**src/sv/assert_macros.svh**
```systemverilog
// Assertion helpers for the RTL files that check their own logic.
`ifndef ASSERT_MACROS_SVH
`define ASSERT_MACROS_SVH

// Same-cycle implication, sampled on clk, off while rst_n is low.
`define ASSERT_IMPL(lbl, ante, cons) \
    lbl: assert property (@(posedge clk) disable iff (!rst_n) (ante) |-> (cons)) \
        else $error("same-cycle implication failed");

// Next-cycle implication, sampled on clk, off while rst_n is low.
`define ASSERT_NEXT(lbl, ante, cons) \
    lbl: assert property (@(posedge clk) disable iff (!rst_n) (ante) |=> (cons)) \
        else $error("next-cycle implication failed");

`endif

```
**src/sv/btb_pkg.sv**
```systemverilog
// ----------------------------------------------------------------------------
// btb_pkg
// Types and constants of the two-level branch predictor with target buffer.
// ----------------------------------------------------------------------------
package btb_pkg;

    localparam int unsigned ENT_BITS  = 5;
    localparam int unsigned HIST_BITS = 8;
    localparam int unsigned TAG_BITS  = 30;
    localparam int unsigned LC_BITS   = ENT_BITS + HIST_BITS;

    // Configuration register indexes.
    localparam logic [2:0] REG_INDEX_BITS  = 3'd0;
    localparam logic [2:0] REG_HIST_LEN    = 3'd1;
    localparam logic [2:0] REG_TAG_LEN     = 3'd2;
    localparam logic [2:0] REG_COUNTER_INIT = 3'd3;
    localparam logic [2:0] REG_GLOBAL_HIST = 3'd4;
    localparam logic [2:0] REG_GLOBAL_TABLE = 3'd5;
    localparam logic [2:0] REG_SHARE_MODE  = 3'd6;

    // Request operations.
    localparam logic OP_PREDICT = 1'b0;
    localparam logic OP_UPDATE  = 1'b1;

    // Sharing modes of the shared counter table.
    localparam logic [1:0] SHARE_NONE = 2'd0;
    localparam logic [1:0] SHARE_LOW  = 2'd1;
    localparam logic [1:0] SHARE_HIGH = 2'd2;

    typedef struct packed {
        logic        op;
        logic [31:0] pc;
        logic [31:0] target_pc;
        logic        was_taken;
        logic [31:0] predicted_dst;
    } req_t;

    typedef struct packed {
        logic        predict_taken;
        logic [31:0] predict_target;
        logic        flush;
        logic [31:0] branch_count;
        logic [31:0] flush_count;
    } rsp_t;

    typedef struct packed {
        logic [TAG_BITS-1:0]  tag;
        logic [31:0]          target;
        logic [HIST_BITS-1:0] lhist;
    } entry_t;

    // Counter memory read control.
    typedef struct packed {
        logic                 en;
        logic [LC_BITS-1:0]   laddr;
        logic [HIST_BITS-1:0] saddr;
    } ctr_rd_t;

    // Counter memory write control.
    typedef struct packed {
        logic                 lwe;
        logic [LC_BITS-1:0]   laddr;
        logic                 swe;
        logic [HIST_BITS-1:0] saddr;
        logic [1:0]           data;
    } ctr_wr_t;

endpackage

```
**src/sv/btb_entry_mem.sv**
```systemverilog
// ----------------------------------------------------------------------------
// btb_entry_mem
// Per-entry storage of tag, target and local history, with a registered read.
// ----------------------------------------------------------------------------
module btb_entry_mem (
    input  logic                            clk,
    input  logic                            rd_en,
    input  logic [btb_pkg::ENT_BITS-1:0]    rd_addr,
    input  logic                            wr_en,
    input  logic [btb_pkg::ENT_BITS-1:0]    wr_addr,
    input  btb_pkg::entry_t                 wr_data,
    output btb_pkg::entry_t                 rd_data
);

    btb_pkg::entry_t mem [2**btb_pkg::ENT_BITS];

    // Write port.
    always_ff @(posedge clk)
    begin
        if (wr_en)
        begin
            mem[wr_addr] <= wr_data;
        end
    end

    // Registered read port.
    always_ff @(posedge clk)
    begin
        if (rd_en)
        begin
            rd_data <= mem[rd_addr];
        end
    end

endmodule

```
**config.mk**
```make
export PLATFORM = sky130hd
export DESIGN_NAME = btb_entry_mem
export DESIGN_NICKNAME = d
export VERILOG_FILES = /design/src/sv/assert_macros.svh /design/src/sv/btb_pkg.sv /design/src/sv/btb_entry_mem.sv
export SDC_FILE = /design/constraint.sdc
export NUM_CORES = 2
export LEC_CHECK = 0
export BUFFER_PORTS_ARGS = -buffer_cell sky130_fd_sc_hd__buf_2
export CORE_ASPECT_RATIO = 0.9
export CORE_MARGIN = 8
export CORE_UTILIZATION = 50
export CTS_CLUSTER_SIZE = 12
export DETAILED_ROUTE_END_ITERATION = 10
export PLACE_DENSITY_LB_ADDON = 0.15
export SLEW_MARGIN = 20
export SYNTH_ARGS = -nofsm -noshare
export SYNTH_HDL_FRONTEND = slang
export SYNTH_SLANG_ARGS = --single-unit
```
**constraint.sdc**
```tcl
create_clock -name clk -period 5.4 [get_ports clk]
set_clock_uncertainty 0.15 [all_clocks]
set_input_delay 0.27 -clock clk [delete_from_list [all_inputs] [get_ports clk]]
set_output_delay 0.27 -clock clk [all_outputs]
set_load 0.02 [all_outputs]
```
## After elaboration in Yosys (flattened, before gate mapping)

Memories as Yosys holds them, arrays and structs flattened. A register that Yosys moved wholly into a read port is not among the register bits.
Index checks and enable logic that the tools add are counted.

| storage, ports and cells | value |
|---|---|
| flip-flop bits (word level) | 0 |
| bits in writable memories | 2240 |
| bits of input ports | 83 |
| logic and storage cells | 3 |
| memories kept | 1 |

Memory list:

| name | words | width | read ports | clocked after Yosys merged registers in | write ports | line | RTL |
|---|---|---|---|---|---|---|---|
| mem | 32 | 70 | 1 | 1 | 1 | btb_entry_mem.sv:15 | `btb_pkg::entry_t mem [2**btb_pkg::ENT_BITS];` |

| operators by class | value |
|---|---|
| muxes and demuxes | 2 |

Operators by type and width:

| kind | count |
|---|---|
| $mux W1 | 2 |

## Depth between registers and ports, before layout

| depth | value |
|---|---|
| word-level depth | 2 |
| depth in mapped cells | 9 |
| gate-level depth less buffers | 4 |

## Least setup slack after synthesis

OpenSTA, ideal clock, no wires.

| timing path | value |
|---|---|
| path kind | input -> register |
| start | input wr_addr[1] (netlist name) |
| end | memory mem[12][0] (netlist name) (enable) |
| library setup time | 0.499 ns |
| data arrival time | 3.854 ns |
| path slack | 0.898 ns |
| stages on the path | 3 |
| buffers on the path | 1 |
| path through | or3b_2 > clkbuf_1 > nor2_1 |

RTL lines:

| what | line | RTL |
|---|---|---|
| from (decl) | btb_entry_mem.sv:10 | `input logic [btb_pkg::ENT_BITS-1:0] wr_addr,` |
| to (decl) | btb_entry_mem.sv:15 |  |

Straight into the memory's write port.

==> run summary <==
The flow ran to the end, and the final reports show no timing, DRC or antenna violations. The via count of the first global-routing pass came out at 40900. Dividing the detail-routed wire length by the instance count gives 34.8 microns. Of the post-synthesis cell area, the dominant cell type holds 79.6%.

In this run the worst path has a maximum fanout of 105. The area of the core came out at 173000 sq um. The critical path endpoint category is a flop. The wire length of the first global-routing pass is 303 mm. The detailed placement HPWL came out at 104 mm.

The leakage dissipation came out at 0.0305 uW. The post-route netlist has 32.9% of its cells at a drive strength greater than 1. The number of cells produced by synthesis is 3388.

Headroom to the max-slew limit came out at 24.2%. The transition time at the pin with the least slew margin is 1.14 ns. The max-slew violation total from the final report came out at 0. The height of the die came out at 412 microns. In this run the number of H-tree levels came out at 4. The cell total after placement is 5754. The count of flip-flops with a built-in enable after synthesis is 2310.

The number of max-cap violations is 0. The aggregate negative setup slack came out at 0 ns. The average footprint of a synthesized cell is 25.7 sq um. The critical path is of the input pin to flop type. TritonCTS built the clock tree. The power density of the placed cells is 363 nW/um^2. The type of element launching the critical path is an input pin. Global routing finished with a remaining overflow of 0. The most used flip-flop cell after synthesis is sky130_fd_sc_hd__edfxtp_1. After detailed routing, the number of remaining DRC violations is 0. The overall routing resource usage is 22.7%. The die width came out at 456 microns. The total number of placement rows is 145. Setup repair after global routing left no endpoint under its margin.

After synthesis, flip-flops and latches occupy 79.6% of the total area. The clock reaches the later pin of the worst-skew pair after 0.83 ns. The largest area contributor in the synthesized netlist is sky130_fd_sc_hd__edfxtp_1. The maximum number of pins on one net before global-route repair is 106.

The weighted congestion reported at the end of routability-driven placement came out at 0.716. The maximum achievable frequency came out at 0.381 GHz. The synthesized area is 87100 sq um.

The worst path in the final design needs a cycle of 2.63 ns, including I/O delays and setup. The worst-case vdd ir drop is 0.263 mV. By area the synthesized netlist is led by sky130_fd_sc_hd__edfxtp_1, sky130_fd_sc_hd__mux4_2, sky130_fd_sc_hd__mux2_2. The share of synthesized flip-flops with an asynchronous set or reset is 0%. Buffers inserted to repair hold after CTS numbered 72. Before CTS, the worst setup slack after placement is 2.08 ns.

The final count of negative-setup-slack endpoints is 0. Compared with the post-synthesis result, the final layout area differs by 13.1%. The detailed router finished its first iteration with 4777 violations. The number of sinks on the clock net is 2310. The floorplan step defined a die boundary enclosing 188000 sq um.

The longest clock path from root to sink contains 3 buffers. The class of the worst hold path is input pin to flop. Counting instances in the post-synthesis netlist gives the leading cell types as sky130_fd_sc_hd__edfxtp_1, sky130_fd_sc_hd__mux4_2, sky130_fd_sc_hd__mux2_2, sky130_fd_sc_hd__clkbuf_1, sky130_fd_sc_hd__buf_2. After clock tree synthesis, the clock-pin slew on the worst setup and hold paths is 0.06 ns. The netlist uses 30 different library cells. The total nets after synthesis is 3471.

The utilization after layout came out at 56.8%. The buffer type at the clock tree root is sky130_fd_sc_hd__clkbuf_16. The routed via count divided by cell count came out at 6.34. The count of cells in the finished layout, fillers not included, comes to 6166.

Counting the buffers created by CTS gives 223. The worst setup slack after layout is 2.77 ns. The total of fill cells in the finished design is 12200. The number of buffers added for setup after CTS is 0. In the post-synthesis netlist, the cell with the most instances is sky130_fd_sc_hd__edfxtp_1. The power consumption is 35700 uW. The antenna violation net count after detailed routing is 0. The number of top-level pins came out at 153. The warning count from the yosys run came out at 0. The number of iterations in the first detailed-routing pass came out at 5. The initial utilization of the core area, before any placement, comes to 50.3%. The count of vias placed by the detailed router is 39100. The number of hold-slack violations in the final timing report was 0. The number of antenna violations at the first check in global routing came to 10. The arrival time of data at the critical path endpoint came out at 3.12 ns. Dividing the final minimum period by the clock period gives 48.6%. The count of buffers from port buffering came out at 152. The net count of the finished layout is 3858.

The count of state elements after synthesis is 2310. The total wire length after detailed routing came out at 215 mm. The required time at the endpoint of the critical path is 5.89 ns. The number of gates resized after CTS was 0.
worst paths after layout:
| check | slack [ns] | cells past startpoint | startpoint | to |
|---|---|---|---|---|
| hold / removal | 0.09 | 3 | rd_addr[4] | rd_data[31] |
| setup / recovery | 2.77 | 7 | rd_addr[1] | rd_data[6] |
| hold reg to reg | 0.72 | 4 | mem[20][31] | rd_data[31] |
| setup reg to reg | 3.24 | 4 | mem[26][4] | rd_data[4] |
area by class of cell:
class,instances,area (sq um),area share (%)
Multi-Input combinational cell,904,17100,17.4
Antenna cell,2,5.00,0.00508
Inverter,1,3.75,0.00381
Timing Repair Buffer,335,2920,2.96
Clock buffer,290,5920,6.01
Tap cell,2278,2850,2.89
Clock inverter,46,289,0.294
Sequential cell,2310,69400,70.4
where the power goes:
part	leakage, uW	internal (uW)	total (uW)	switching, uW
clock	0.00301	7650	13800	6190
sequential	0.0209	20000	20100	84.8
combinational	0.00658	771	1780	1010
routing by layer:
metal	vias up	share of wire, %	global-route usage (%)
met3	339	6.9	3.45
met5	-	0.0056	0
met1	21600	40	31.3
met4	2	2.2	5.38
met2	1643	51	38.9
li1	15500	-	-
kinds of logic (layout without fill, tap and decap cells):
family	Yosys count	in the layout	synth area share, %
and+or+nand+nor	65	65	0.363
muxes	781	781	18.5
buffers and inverters	174	672	0.967
other	0	2	0
AOI/OAI and AO/OA	58	58	0.491
DFF	2310	2310	79.6
through the flow:
step                      instance area (sq um)  hold slack [ns]
final                                     98500           0.0930
after global routing                      98500           0.0498
after CTS                                 98400          0.00860
after detailed placement                  91500            0.570
after global placement                    91500            0.572
after floorplan                           87100            0.219
sequential cells by signal, indices dropped and copies added (netlist names):
register  flops
mem        2240
rd_data      70
placed cells by master (no fill, tap or decap), types with 4 or more instances in the layout:
master and instances:
sky130_fd_sc_hd__a211oi_1 5, sky130_fd_sc_hd__a221oi_1 14, sky130_fd_sc_hd__and2_1 5, sky130_fd_sc_hd__buf_12 43
sky130_fd_sc_hd__buf_2 146, sky130_fd_sc_hd__buf_4 68, sky130_fd_sc_hd__clkbuf_1 63, sky130_fd_sc_hd__clkbuf_16 227
sky130_fd_sc_hd__clkinv_1 32, sky130_fd_sc_hd__clkinv_2 6, sky130_fd_sc_hd__dlygate4sd3_1 72, sky130_fd_sc_hd__edfxtp_1 2310
sky130_fd_sc_hd__mux2_2 79, sky130_fd_sc_hd__mux2i_1 45, sky130_fd_sc_hd__mux4_2 657, sky130_fd_sc_hd__nand3b_1 5
sky130_fd_sc_hd__nor2_1 6, sky130_fd_sc_hd__nor2_4 32, sky130_fd_sc_hd__nor2b_1 4, sky130_fd_sc_hd__o21ai_0 11
sky130_fd_sc_hd__o221ai_1 4, sky130_fd_sc_hd__o22ai_1 10, sky130_fd_sc_hd__o2bb2ai_1 4
worst max-delay path, cell delays in order:
cell	delay [ns]
sky130_fd_sc_hd__dlygate4sd3_1	0.56
sky130_fd_sc_hd__buf_8	0.18
sky130_fd_sc_hd__buf_12	0.56
sky130_fd_sc_hd__nor2b_1	0.81
sky130_fd_sc_hd__a22oi_1	0.17
sky130_fd_sc_hd__o211ai_1	0.20
sky130_fd_sc_hd__o31a_1	0.27
No activity file was read; power rests on OpenSTA's default activity.
